===== config.mk =====
export PLATFORM = sky130hd
export DESIGN_NAME = lattice_ciphertext_compress_pack_unit
export DESIGN_NICKNAME = d
export VERILOG_FILES = /design/src/rtl/ccp_pkg.sv /design/src/rtl/ccp_front.sv /design/src/rtl/ccp_fifo.sv /design/src/rtl/ccp_back.sv /design/src/rtl/lattice_ciphertext_compress_pack_unit.sv
export SDC_FILE = /design/constraint.sdc
export NUM_CORES = 1
export LEC_CHECK = 0
export ABC_AREA = 1
export BUFFER_PORTS_ARGS = -buffer_cell sky130_fd_sc_hd__buf_2
export CORE_AREA = 8 8 123 210
export DETAILED_ROUTE_END_ITERATION = 16
export DIE_AREA = 0 0 131 218
export HOLD_SLACK_MARGIN = 0.05
export PLACE_DENSITY = 0.76
export RECOVER_POWER = 100
export SLEW_MARGIN = 20
export SYNTH_ARGS = -nofsm -noshare
export SYNTH_HDL_FRONTEND = slang
export SYNTH_SLANG_ARGS = --single-unit
export TNS_END_PERCENT = 100

===== constraint.sdc =====
create_clock -name clk -period 5.5 [get_ports clk]
set_input_delay 0.275 -clock clk [delete_from_list [all_inputs] [get_ports clk]]
set_output_delay 0.275 -clock clk [all_outputs]
set_load 0.05 [all_outputs]

===== src/rtl/ccp_pkg.sv =====
// Shared types and constants for the ciphertext compress-and-pack unit.
// Used by ccp_front, ccp_fifo, ccp_back and the top level.
package ccp_pkg;

  localparam int POLY_LEN   = 256;
  localparam int MAX_RANK   = 4;
  localparam int IDX_W      = $clog2((MAX_RANK + 1) * POLY_LEN);
  localparam int RANK_W     = 3;
  localparam int COEFF_W    = 12;
  localparam int BYTE_W     = 8;
  localparam int CODE_W_U   = 11;
  localparam int CODE_W_V   = 5;
  localparam int ACC_W      = 18;
  localparam int FIFO_DEPTH = 4;
  localparam int PTR_W      = $clog2(FIFO_DEPTH);

  localparam logic [RANK_W-1:0]  RANK_RESET = 3'd4;
  localparam logic [COEFF_W-1:0] MODULUS_Q  = 12'd3329;

  // Barrett multipliers; both carry trailing zeros, so they are reduced to a
  // common shift of 22 with the rounding term 2^21.
  localparam longint unsigned MUL_D11    = 64'd5284526080;
  localparam longint unsigned MUL_D5     = 64'd1290176;
  localparam int              PROD_SHIFT = 22;
  localparam int              PROD_W     = 34;
  localparam int              K_W        = 22;
  localparam logic [K_W-1:0]  K_U        = K_W'(MUL_D11 >> 11);
  localparam logic [K_W-1:0]  K_V        = K_W'(MUL_D5 >> 5);
  localparam logic [PROD_W-1:0] ROUND_TERM = PROD_W'(64'd1 << (PROD_SHIFT - 1));

  typedef struct packed {
    logic [COEFF_W-1:0] coeff;
    logic               is_u;
    logic               is_last;
  } ccp_item_t;

  typedef struct packed {
    logic      valid;
    ccp_item_t item;
  } ccp_xfer_t;

endpackage


===== src/rtl/ccp_front.sv =====
// Front end: accepts coefficients, clamps them and classifies each as u, v
// or final v by the running index and live rank. Depends on ccp_pkg.
module ccp_front import ccp_pkg::*; (
  input  logic               clk,
  input  logic               rst_n,
  input  logic               cfg_wr_en,
  input  logic [RANK_W-1:0]  cfg_wr_data,
  input  logic               in_valid,
  output logic               in_stall,
  input  logic [COEFF_W-1:0] in_coefficient,
  input  logic               fifo_full,
  output ccp_xfer_t          push
);

  logic [RANK_W-1:0] rank_r, rank_nxt;
  logic [IDX_W-1:0]  idx_r, idx_nxt;
  logic [RANK_W-1:0] rank_live;
  logic [IDX_W-1:0]  u_total;
  logic [IDX_W-1:0]  last_pos;
  logic              accept;
  logic              is_last;
  logic [COEFF_W-1:0] coeff_clamped;

  assign in_stall = fifo_full;
  assign accept   = in_valid && !fifo_full;

  always_comb begin
    rank_live = rank_r;
    if (rank_r == '0) begin
      rank_live = RANK_W'(1);
    end else if (rank_r > RANK_W'(MAX_RANK)) begin
      rank_live = RANK_W'(MAX_RANK);
    end
  end

  assign u_total  = IDX_W'(rank_live) * IDX_W'(POLY_LEN);
  assign last_pos = u_total + IDX_W'(POLY_LEN - 1);
  assign is_last  = idx_r >= last_pos;

  assign coeff_clamped = (in_coefficient >= MODULUS_Q) ? (MODULUS_Q - 12'd1)
                                                       : in_coefficient;

  assign push.valid        = accept;
  assign push.item.coeff   = coeff_clamped;
  assign push.item.is_u    = !is_last && (idx_r < u_total);
  assign push.item.is_last = is_last;

  always_comb begin
    rank_nxt = cfg_wr_en ? cfg_wr_data : rank_r;
    idx_nxt  = idx_r;
    if (accept) begin
      // wrap after the final v coefficient
      idx_nxt = is_last ? '0 : idx_r + IDX_W'(1);
    end
  end

  always_ff @(posedge clk) begin
    if (!rst_n) begin
      rank_r <= RANK_RESET;
      idx_r  <= '0;
    end else begin
      rank_r <= rank_nxt;
      idx_r  <= idx_nxt;
    end
  end

endmodule


===== src/rtl/ccp_fifo.sv =====
// Short queue of classified items between front and back end.
// Depends on ccp_pkg.
module ccp_fifo import ccp_pkg::*; (
  input  logic      clk,
  input  logic      rst_n,
  input  ccp_xfer_t push,
  output logic      full,
  output ccp_xfer_t head,
  input  logic      pop
);

  ccp_item_t          mem_r [FIFO_DEPTH];
  logic [PTR_W-1:0]   wr_ptr_r, wr_ptr_nxt;
  logic [PTR_W-1:0]   rd_ptr_r, rd_ptr_nxt;
  logic [PTR_W:0]     count_r, count_nxt;

  assign full       = count_r == (PTR_W+1)'(FIFO_DEPTH);
  assign head.valid = count_r != '0;
  assign head.item  = mem_r[rd_ptr_r];

  always_comb begin
    wr_ptr_nxt = wr_ptr_r;
    rd_ptr_nxt = rd_ptr_r;
    count_nxt  = count_r;
    if (push.valid) begin
      wr_ptr_nxt = (wr_ptr_r == PTR_W'(FIFO_DEPTH - 1)) ? '0 : wr_ptr_r + PTR_W'(1);
    end
    if (pop) begin
      rd_ptr_nxt = (rd_ptr_r == PTR_W'(FIFO_DEPTH - 1)) ? '0 : rd_ptr_r + PTR_W'(1);
    end
    case ({push.valid, pop})
      2'b10:   count_nxt = count_r + (PTR_W+1)'(1);
      2'b01:   count_nxt = count_r - (PTR_W+1)'(1);
      default: count_nxt = count_r;
    endcase
  end

  always_ff @(posedge clk) begin
    if (push.valid) begin
      mem_r[wr_ptr_r] <= push.item;
    end
  end

  always_ff @(posedge clk) begin
    if (!rst_n) begin
      wr_ptr_r <= '0;
      rd_ptr_r <= '0;
      count_r  <= '0;
    end else begin
      wr_ptr_r <= wr_ptr_nxt;
      rd_ptr_r <= rd_ptr_nxt;
      count_r  <= count_nxt;
    end
  end

endmodule


===== src/rtl/ccp_back.sv =====
// Back end: Barrett compression (one registered multiply), bit packing into
// bytes and a two-byte output buffer. Depends on ccp_pkg.
module ccp_back import ccp_pkg::*; (
  input  logic              clk,
  input  logic              rst_n,
  input  ccp_xfer_t         head,
  output logic              pop,
  output logic              out_valid,
  input  logic              out_stall,
  output logic [BYTE_W-1:0] out_cipher_byte,
  output logic              out_last
);

  // multiply stage
  logic                m_v_r, m_v_nxt;
  logic [CODE_W_U-1:0] m_code_r, m_code_nxt;
  logic                m_is_u_r, m_is_last_r;
  logic [K_W-1:0]      mul_k;
  logic [PROD_W-1:0]   prod;

  // packing state
  logic [ACC_W-1:0]    acc_r, acc_nxt;
  logic [2:0]          cnt_r, cnt_nxt;
  logic [ACC_W-1:0]    acc_new;
  logic [ACC_W-1:0]    acc_shift;
  logic [4:0]          code_w;
  logic [4:0]          cnt_new;
  logic [4:0]          rem;
  logic [1:0]          n_full;
  logic [1:0]          n_tot;
  logic                flush;

  // output buffer
  logic [BYTE_W-1:0]   pb0_r, pb1_r, pb0_nxt, pb1_nxt;
  logic                pl0_r, pl1_r, pl0_nxt, pl1_nxt;
  logic [1:0]          pc_r, pc_nxt;
  logic                out_take;
  logic                pack_fire;

  assign out_valid       = pc_r != 2'd0;
  assign out_cipher_byte = pb0_r;
  assign out_last        = pl0_r;
  assign out_take        = out_valid && !out_stall;

  // take a new item once the buffer drains to at most one byte being taken
  assign pack_fire = m_v_r && ((pc_r == 2'd0) || ((pc_r == 2'd1) && out_take));
  assign pop       = head.valid && (!m_v_r || pack_fire);

  assign mul_k = head.item.is_u ? K_U : K_V;
  assign prod  = PROD_W'(head.item.coeff) * PROD_W'(mul_k) + ROUND_TERM;

  always_comb begin
    m_v_nxt    = m_v_r;
    m_code_nxt = m_code_r;
    if (pop) begin
      m_v_nxt = 1'b1;
      if (head.item.is_u) begin
        m_code_nxt = prod[PROD_SHIFT+CODE_W_U-1:PROD_SHIFT];
      end else begin
        m_code_nxt = CODE_W_U'(prod[PROD_SHIFT+CODE_W_V-1:PROD_SHIFT]);
      end
    end else if (pack_fire) begin
      m_v_nxt = 1'b0;
    end
  end

  always_comb begin
    code_w    = m_is_u_r ? 5'(CODE_W_U) : 5'(CODE_W_V);
    acc_new   = acc_r | (ACC_W'(m_code_r) << cnt_r);
    cnt_new   = {2'b00, cnt_r} + code_w;
    if (cnt_new >= 5'd16) begin
      n_full = 2'd2;
    end else if (cnt_new >= 5'd8) begin
      n_full = 2'd1;
    end else begin
      n_full = 2'd0;
    end
    rem       = cnt_new - {n_full, 3'b000};
    // final coefficient: flush leftover bits as a zero-padded byte
    flush     = m_is_last_r && (rem != 5'd0);
    n_tot     = n_full + {1'b0, flush};
    acc_shift = acc_new >> {n_full, 3'b000};

    acc_nxt = acc_r;
    cnt_nxt = cnt_r;
    pb0_nxt = pb0_r;
    pb1_nxt = pb1_r;
    pl0_nxt = pl0_r;
    pl1_nxt = pl1_r;
    pc_nxt  = pc_r;
    if (pack_fire) begin
      acc_nxt = m_is_last_r ? '0 : acc_shift;
      cnt_nxt = m_is_last_r ? 3'd0 : rem[2:0];
      pb0_nxt = acc_new[7:0];
      pb1_nxt = acc_new[15:8];
      pl0_nxt = m_is_last_r && (n_tot == 2'd1);
      pl1_nxt = m_is_last_r && (n_tot == 2'd2);
      pc_nxt  = n_tot;
    end else if (out_take) begin
      // advance the second byte to the head
      pb0_nxt = pb1_r;
      pl0_nxt = pl1_r;
      pc_nxt  = pc_r - 2'd1;
    end
  end

  always_ff @(posedge clk) begin
    m_code_r <= m_code_nxt;
    pb0_r    <= pb0_nxt;
    pb1_r    <= pb1_nxt;
    pl0_r    <= pl0_nxt;
    pl1_r    <= pl1_nxt;
    if (pop) begin
      m_is_u_r    <= head.item.is_u;
      m_is_last_r <= head.item.is_last;
    end
  end

  always_ff @(posedge clk) begin
    if (!rst_n) begin
      m_v_r <= 1'b0;
      acc_r <= '0;
      cnt_r <= '0;
      pc_r  <= '0;
    end else begin
      m_v_r <= m_v_nxt;
      acc_r <= acc_nxt;
      cnt_r <= cnt_nxt;
      pc_r  <= pc_nxt;
    end
  end

  // bits above the fill level stay zero, so padding of the flush is clean
  a_acc_clean: assert property (@(posedge clk) disable iff (!rst_n)
    (acc_r >> cnt_r) == '0)
    else $error("packer holds stray bits above its fill level");

  a_final_clears: assert property (@(posedge clk) disable iff (!rst_n)
    pack_fire && m_is_last_r |=> (acc_r == '0) && (cnt_r == 3'd0) && pc_r != 2'd0)
    else $error("final item did not clear packer or produced no byte");

  a_buf_hold: assert property (@(posedge clk) disable iff (!rst_n)
    (pc_r != 2'd0) && out_stall |=> $stable(pb0_r) && $stable(pl0_r) && $stable(pc_r))
    else $error("output buffer changed while stalled");

endmodule


===== src/rtl/lattice_ciphertext_compress_pack_unit.sv =====
// Top level of the ciphertext compress-and-pack unit.
// Instantiates ccp_front, ccp_fifo and ccp_back; depends on ccp_pkg.
//
// Usage: send rank*256 u coefficients, then 256 v coefficients, on the in_
// channel (valid/stall). Each u coefficient is compressed to 11 bits, each v
// coefficient to 5 bits, and the packed bytes leave LSB-first on the out_
// channel, one byte per cycle while out_stall is low, with out_last on the
// final ciphertext byte. The user must write the rank register through
// cfg_wr_en/cfg_wr_data only while idle; the block itself does not enforce it.
// Path: an accepted coefficient is written into the queue, moves from the
// queue into the multiply stage register and is then loaded into the output
// buffer; its first byte is shown from then on and is taken when not stalled.
// Throughput: one coefficient per cycle is taken while the four-entry queue
// has room; sustained rate is set by the byte output, one byte per cycle
// while out_stall is low, so a code that yields two bytes delays the next
// code's load into the output buffer until its second byte is taken.
// Reset (rst_n low, synchronous) empties the queue and packer, sets the index
// to zero and the rank to 4. When the receiver stalls, the output byte holds;
// the packer and then the queue fill, and in_stall rises when the queue is full.
module lattice_ciphertext_compress_pack_unit import ccp_pkg::*; (
  input  logic               clk,
  input  logic               rst_n,
  input  logic               cfg_wr_en,
  input  logic [RANK_W-1:0]  cfg_wr_data,
  input  logic               in_valid,
  output logic               in_stall,
  input  logic [COEFF_W-1:0] in_coefficient,
  output logic               out_valid,
  input  logic               out_stall,
  output logic [BYTE_W-1:0]  out_cipher_byte,
  output logic               out_last
);

  ccp_xfer_t push;
  ccp_xfer_t head;
  logic      fifo_full;
  logic      pop;

  ccp_front u_front (
    .clk            (clk),
    .rst_n          (rst_n),
    .cfg_wr_en      (cfg_wr_en),
    .cfg_wr_data    (cfg_wr_data),
    .in_valid       (in_valid),
    .in_stall       (in_stall),
    .in_coefficient (in_coefficient),
    .fifo_full      (fifo_full),
    .push           (push)
  );

  ccp_fifo u_fifo (
    .clk   (clk),
    .rst_n (rst_n),
    .push  (push),
    .full  (fifo_full),
    .head  (head),
    .pop   (pop)
  );

  ccp_back u_back (
    .clk             (clk),
    .rst_n           (rst_n),
    .head            (head),
    .pop             (pop),
    .out_valid       (out_valid),
    .out_stall       (out_stall),
    .out_cipher_byte (out_cipher_byte),
    .out_last        (out_last)
  );

endmodule

Word-level counts from Yosys, hierarchy flattened. Memories as Yosys holds them, arrays and structs flattened. A register that Yosys moved wholly into a read port is not among the register bits. Cells that the tools add are included.

$mul: 1. Reductions and logical operators: 23. Equal/unequal tests: 8. Muxes and demuxes: 25. $add $sub $neg: 11. Bitwise logic cells: 1. Shifts and indexed selects: 2. $lt $le $gt $ge: 6.

Operators by type and width (count): $add 33x22->33 const B (1); $mul 12x22->33 (1); $mux 22 (1); $mux 18 (1); $or 18x18->18 (1); $shl 11x3->18 (1); $shr 18x5->18 (1); $mux 8 (2); $mux 2 (7); $ge 12x12->1 const B (1); $mux 12 (1); $add 11x1->11 const B (1); $add 11x8->11 const B (1); $ge 11x11->1 (1); $lt 11x11->1 (1); $mux 11 (1); $logic_and 1x1->1 (9); $mux 3 (3); $eq 2x2->1 const B (4); $reduce_bool 2->1 (4); $mux 1 (7); $eq 2x1->1 const B (3); $pmux 3 s2 (1); $add 3x5->5 (1); other kinds (17) (22).

Output and inout port bits: 11. Memories: 1. Flip-flop bits (word level): 76. Input bits: 20. Bits in writable memories: 56. Word-level logic and storage cells: 95.

Memories: u_fifo.mem_r (depth 4, width 14, read ports 1, clocked after memory_dff 1, write ports 1, line ccp_fifo.sv:12) `ccp_item_t mem_r [FIFO_DEPTH];`.

Depth between registers and ports, before layout. Gate-level depths: netlist (run 1).

Depth in word-level cells: 12. Depth in mapped cells: 37. Gate-level depth less buffers: 36.

By module. Synthesis (run 1) repeated with hierarchy kept, for this count alone.

Cells, all modules: 1536. Area, all modules: 13016.2 sq um.

Modules (own cells, without submodules): ccp_back (area an instance 9522.9 sq um, seq. area each 1411.4 sq um, times used 1, cells an instance 1193); ccp_fifo (area an instance 2552.4 sq um, seq. area each 1861.8 sq um, times used 1, cells an instance 195); ccp_front (area an instance 940.9 sq um, seq. area each 280.3 sq um, times used 1, cells an instance 148).

Worst setup path after synthesis (run 1). No wires, ideal clock.

Path kind: register to register. From: reg (tool-made name). To: reg u_back.m_code_r[5] (data pin). Library setup time: 255 ps. Path slack: -383 ps. Arrival: 5629 ps. Cell stages (with the launch flop): 24. Clock period less this slack: 5883 ps. Path through: dfxtp_1 > buf_4 > inv_1 > buf_4 > buf_6 > a21oi_1 > a32oi_1 > inv_1 > nor2_1 > fa_1 > fa_1 > fa_1 > fa_1 > fa_1 > ha_1 > nand2_1 > nor2_1 > inv_1 > nor2_1 > nand2_1 > nand3_1 > nor2_1 > a21oi_1 > nor2_1.

RTL lines: end signal: assignment (line ccp_back.sv:108) `m_code_r <= m_code_nxt;`; end: declaration (line ccp_back.sv:16) `logic [CODE_W_U-1:0] m_code_r, m_code_nxt;`.

==> results of run 1 <==
[cell families (layout without fill, tap and decap cells)]
kind of cell    count (synthesis)  count (layout)  synth area share (%)
xor+xnor                       13              13                0.8870
buf+inv                       398             565                 12.16
simple gates                  514             514                 16.75
compound gates                179             179                 7.944
fa+ha+maj                     274             274                 34.55
flops                         134             134                 27.68
other cells                     1               2               0.02921
[how the worst min path moves through the flow]
stage | startpoint | endpoint | slack (ns)
2_1_floorplan | cfg_wr_en | u_front.rank_r[2]$_SDFFE_PN1P_ | 0.39
3_3_place_gp | u_fifo.count_r[0]$_SDFFE_PN0P_ | u_fifo.count_r[0]$_SDFFE_PN0P_ | 0.44
3_5_place_dp | u_fifo.count_r[0]$_SDFFE_PN0P_ | u_fifo.count_r[0]$_SDFFE_PN0P_ | 0.44
4_1_cts | in_coefficient[11] | u_fifo.mem_r[0][13]$_DFFE_PP_ | 0.08
5_1_grt | cfg_wr_data[1] | u_front.rank_r[1]$_SDFFE_PN0P_ | 0.11
6_report | cfg_wr_data[1] | u_front.rank_r[1]$_SDFFE_PN0P_ | 0.09
[worst register-to-register path: cells and delay by family (launching register included)]
family          cells  cell delay (ns)
compound gates      2             0.30
flops               1             0.39
fa+ha+maj           6             2.60
simple gates       10             1.13
buf+inv             8             0.72
[metal layers]
metal	wire length [um]	share of wire [%]	vias up	GRT usage, %
li1	-	-	5024	-
met1	12340	35	5241	24.39
met2	19150	54	302	45.73
met3	1042	2.9	154	3.281
met4	2957	8.3	0	18.66
met5	0	0	-	0
[area by class of cell]
cell class | instances | area, um2 | share of cell area (%)
Clock buffer | 17 | 425.4 | 2.687
Multi-Input combinational cell | 982 | 8572 | 54.14
Timing Repair Buffer | 173 | 1365 | 8.622
Sequential cell | 134 | 3561 | 22.49
Clock inverter | 15 | 160.2 | 1.012
Inverter | 359 | 1363 | 8.606
Tap cell | 304 | 380.4 | 2.402
Timing Repair inverter | 1 | 6.256 | 0.03951
[sequential cells by signal (all words and copies together), names as in the netlist, named ones only]
register	flops
u_fifo.mem_r	56
u_back.acc_r	18
u_back.m_code_r	11
u_front.idx_r	11
u_back.out_cipher_byte	8
u_back.pb1_r	8
u_back.cnt_r	3
u_fifo.count_r	3
u_front.rank_r	3
u_back.pc_r	2
u_fifo.rd_ptr_r	2
u_fifo.wr_ptr_r	2
u_back.m_is_last_r	1
u_back.m_is_u_r	1
u_back.m_v_r	1
u_back.out_last	1
u_back.pl1_r	1
[cells in the final DEF, fill, tap and decap left out, types with 27 or more instances in the layout]
cell type,count
nand3_1,58
nand2_1,248
inv_1,320
o21ai_0,42
ha_1,115
nor2_1,92
buf_2,27
inv_2,35
fa_1,125
dfxtp_1,45
edfxtp_1,87
nand2_2,28
a21oi_1,58
buf_4,119
[through the flow]
stage          cell area, um2  utilization [%]
5_1_grt                 15830            68.67
3_5_place_dp            14190            61.57
6_report                15830            68.67
3_3_place_gp            14190            61.57
4_1_cts                 14840            64.37
2_1_floorplan           12910                -
[Yosys cell counts, types with 3 or more instances]
master    number
a21o_1         4
a21oi_1       85
a31oi_1        3
a32oi_1        6
and2_1         4
buf_2         12
buf_6          6
clkbuf_1      18
dfxtp_1       47
edfxtp_1      87
fa_1         134
ha_1         140
inv_1        353
inv_2          6
nand2_1      277
nand2_2        3
nand3_1       63
nand3b_1       4
nand4_1        5
nor2_1       123
nor2_2         5
nor3_1        13
o211ai_1       9
o21ai_0       54
o21ai_1        3
o21bai_1       5
or2_1          3
or2_2          3
xnor2_1        3
xor2_1        10
[timing repair]
action	4_1_cts	5_1_grt
hold endpoints to repair	0	0
cloned	0	2
pin swaps	5	100
setup endpoints to repair	11	11
resized for setup	27	212
setup buffers	0	18
==> run_results.csv, run 1 <==
group,metric,value,unit
status,status,"completed",
timing,setup_ws,0.09862,ns
floorplanning,die_width,131,um
worst_setup_path,rr_endpoint,"u_back.m_code_r[5]$_SDFFCE_PN0P_",
timing,setup_tns,0,ns
grt,grt_pass1_wl,54.40,mm
worst_setup_path,ff2ff_path_depth,26,
min_path,whs_path_depth,3,
worst_setup_path,critPathMaxStageDelay,0.55,ns
timing,hold_viol,0,
worst_setup_path,cp.arrival,5.58,ns
placement,io_buffers,30,
cells_and_area,final_layout_size_suffix_gt1_share,24.21,%
synth,yosys_warnings,0,
cells_and_area,nNetsFinal,1962,
synth,synth_area_leaders,"fa_1 21%, edfxtp_1 20%, ha_1 14%",
timing,relSlewSlack,45.32,%
clock_tree,cts_tree,"yes",
routing,wl_per_cell,17.88,um
worst_setup_path,critPathBufInv,8,
synth,netlist_instances,1513,
clock_tree,clock-root-buffer,"clkbuf_16",
floorplanning,ios,31,
floorplanning,core,0.02305,mm2
worst_setup_path,endpoint_kind,"flop",
clock_tree,clk_pin_slew,0.06,ns
worst_setup_path,cp.depth,26,
synth,synth_top_area_share,20.90,%
placement,hpwl,27.37,mm
clock_tree,clk-insertion-delay-late,0.43,ns
synth,ys_types,47,
worst_setup_path,path_max_fanout,10,
worst_setup_path,crit_type,"flop to flop",
timing,setup_viol_count_final,0,
worst_setup_path,cp.required,5.68,ns
grt,grt_max_degree,38,
synth,syn_area,0.01284,mm2
timing,tightest_slew,0.8190,ns
floorplanning,start_util,55.68,%
synth,synthFlopType,"edfxtp_1",
worst_setup_path,cp-start-kind,"flop",
routing,drt-initial-drc-count,632,
synth,synth-seq-cells,134,
placement,place_congestion,0.9958,
floorplanning,rows,74,
routing,viasPerCell,5.401,
timing,slew_viol_final,0,
routing,antenna_left,0,
timing,fin_crit_sh,98.21,%
timing,fin_skew,0.01536,ns
cells_and_area,fillers,1656,
timing,rsz0062_at_grt,"yes",
cells_and_area,diodes,0,
grt,antenna_found_initial,0,
clock_tree,cts_sinks,134,
timing,max_freq,0.1851,GHz
routing,drcViolationCount,0,
clock_tree,htreeDepth,4,
floorplanning,dieHeight,218,um
synth,synthArstFlopShare,0,%
flow_run,max_cap_violations,0,
worst_setup_path,cp_top_family,"adder cells",
clock_tree,hold_buffers,0,
placement,place_inst,1933,
worst_setup_path,cp-endpoint,"u_back.m_code_r[5]$_SDFFCE_PN0P_",
cells_and_area,instances_no_fill,1985,
routing,firstDrtPassIters,5,
placement,place_ws,-0.2330,ns
grt,grt.total_usage,24.90,%
timing,fin_crit,5.401,ns
timing,whs,0.09426,ns
worst_setup_path,rrSetupSlack,0.1,ns
routing,vias,10720,
grt,grt_pass1_vias,11340,
grt,overflow,0,
min_path,hold_path_class,"input pin to flop",
routing,drt-total-wl,35.49,mm
worst_setup_path,path_common_cell,"fa_1",
floorplanning,die_area,0.02856,mm2
worst_setup_path,cpMaxStageDelayCell,"fa_1",
clock_tree,clock_path_buffers,2,
cells_and_area,area_delta_synth_final,23.35,%
synth,synth_edf_count,87,
synth,yosysTopAreaCell,"fa_1",
synth,synth-seq-area-share,27.68,%
synth,syn_avg_cell_area,8.484,um2
clock_tree,cts-buffers-inserted,17,
Power of run 1 is not shown: default switching activity piles up to over one toggle a cycle in this logic, so the estimate is an artifact.
==> run 2, diff against run 1 <==
PLACE_DENSITY = 0.73   (was 0.76)
clock period = 6.5 ns   (was 5.5 ns; I/O delays follow)
==> run 2 against run 1 <==
Against the previous run:
- global-route usage is 0.71 points lower
- cell area fell by 12%
- core utilization down 8.3 points
- non-clock buffer count shrank 114
- sequential share of layout area grew 3.0 points
- worst setup slack improved by 0.29 ns
- largest cell class unchanged
==> run_results.csv, run 2 (synthesis gave the netlist of run 1 again) <==
group,metric,value,unit
status,status,"completed",
cells_and_area,layout_common_cells,"353 x inv_1, 277 x nand2_1, 140 x ha_1, 134 x fa_1, 124 x nor2_1",
cells_and_area,largest-register,"u_fifo.mem_r",
min_path,hold_path_class,"input pin to flop",
worst_setup_path,cp-start-kind,"flop",
floorplanning,dieHeight,218,um
cells_and_area,area_delta_synth_final,8.412,%
worst_setup_path,cp.required,6.68,ns
timing,fin_crit_sh,94.02,%
timing,setup_tns,0,ns
worst_setup_path,path_max_fanout,26,
worst_setup_path,endpoint_kind,"flop",
clock_tree,cts_setup_buffers,0,
cells_and_area,final_layout_size_suffix_gt1_share,5.875,%
floorplanning,start_util,55.68,%
floorplanning,die_area,0.02856,mm2
cells_and_area,top_regs,"u_fifo.mem_r: 56 flops, u_back.acc_r: 18 flops",
cells_and_area,fillers,2006,
floorplanning,rows,74,
grt,overflow,0,
worst_setup_path,cp.arrival,6.29,ns
clock_tree,cts-buffers-inserted,17,
placement,io_buffers,30,
grt,antenna_found_initial,0,
routing,drcViolationCount,0,
timing,fin_crit,6.112,ns
placement,hpwl,26.72,mm
clock_tree,cts_tree,"yes",
timing,relSlewSlack,16.37,%
clock_tree,clock_path_buffers,2,
placement,place_area,0.01339,mm2
timing,rsz0062_at_grt,"no",
timing,max_freq,0.1636,GHz
cells_and_area,layout_commonest_cell,"inv_1",
cells_and_area,postLayoutCoreUtil,60.36,%
placement,place_congestion,1.060,
clock_tree,cts_sinks,134,
timing,slew_viol_final,0,
clock_tree,htreeDepth,4,
cells_and_area,largest_register_ffs,56,
floorplanning,core,0.02305,mm2
routing,firstDrtPassIters,5,
timing,hold_viol,0,
clock_tree,hold_buffers,0,
routing,drt-total-wl,32.36,mm
routing,vias,9955,
routing,viasPerCell,5.324,
cells_and_area,finalInstanceArea,0.01392,mm2
timing,fin_skew,0.009939,ns
cells_and_area,nNetsFinal,1847,
flow_run,max_cap_violations,0,
clock_tree,clk-insertion-delay-late,0.43,ns
grt,grt_max_degree,38,
clock_tree,clk_pin_slew,0.06,ns
floorplanning,ios,31,
routing,wl_per_cell,17.31,um
cells_and_area,diodes,0,
grt,grt.total_usage,24.19,%
clock_tree,clock-root-buffer,"clkbuf_16",
timing,setup_viol_count_final,0,
timing,tightest_slew,1.250,ns
grt,grt_pass1_wl,51.89,mm
routing,drt-initial-drc-count,444,
routing,antenna_left,0,
grt,grt_pass1_vias,10460,
floorplanning,die_width,131,um
worst_setup_path,crit_type,"flop to flop",
[run 2: path summary, 6_finish.rpt]
| path | to | slack [ns] | from | depth (start not counted) |
|---|---|---|---|---|
| setup / recovery | u_back.m_code_r[9]$_SDFFCE_PN0P_ | 0.39 | flop | 21 |
| hold / removal | u_front.rank_r[2]$_SDFFE_PN1P_ | 0.12 | cfg_wr_data[2] | 3 |
| setup reg to reg | u_back.m_code_r[9]$_SDFFCE_PN0P_ | 0.39 | flop | 21 |
| hold reg to reg | u_back.acc_r[9]$_SDFFE_PN0P_ | 0.46 | u_back.acc_r[9]$_SDFFE_PN0P_ | 2 |
[run 2: routing by layer]
| metal | GRT usage [%] | wire length (um) |
|---|---|---|
| met1 | 22.24 | 10810 |
| met4 | 19.43 | 2839 |
| met2 | 44.53 | 17670 |
| met3 | 4.481 | 1044 |
| met5 | 0 | 0 |
[run 2: stage by stage]
stage,hold WS [ns],std cells,setup slack [ns]
2_1_floorplan,0.4217,1514,0.6168
3_3_place_gp,0.4359,1838,0.3946
3_5_place_dp,0.4547,1838,0.3352
4_1_cts,0.1086,1870,0.2976
5_1_grt,0.1151,1870,0.08502
6_report,0.1200,1870,0.3885
[run 2: critical path: stages (launching register included)]
cell	delay, ns
dfxtp_1	0.34
buf_4	0.27
o21ai_0	0.12
o22ai_1	0.34
nand2_1	0.14
inv_1	0.25
fa_1	0.56
fa_1	0.61
fa_1	0.49
fa_1	0.57
inv_1	0.06
fa_1	0.53
inv_1	0.04
ha_1	0.31
nand2_1	0.26
inv_1	0.07
a21oi_1	0.30
nand3_1	0.25
nand3_1	0.15
nand3_1	0.08
nand2_1	0.07
nor2_1	0.04
[run 2: final cells by class]
type | instances | area [um2] | share of cell area (%)
clock buffer | 21 | 450.4 | 3.237
clock inverter | 11 | 123.9 | 0.8901
inverter | 359 | 1351 | 9.711
multi-input combinational | 982 | 7712 | 55.42
sequential | 134 | 3553 | 25.54
tap | 304 | 380.4 | 2.733
timing repair buffer | 59 | 344.1 | 2.473
[run 2: what timing repair did]
item,4_1_cts,5_1_grt
endpoints found under the hold margin,0,0
gates resized for setup,0,3
endpoints found under the setup margin,0,4
Power of run 2 is left out for the same reason.
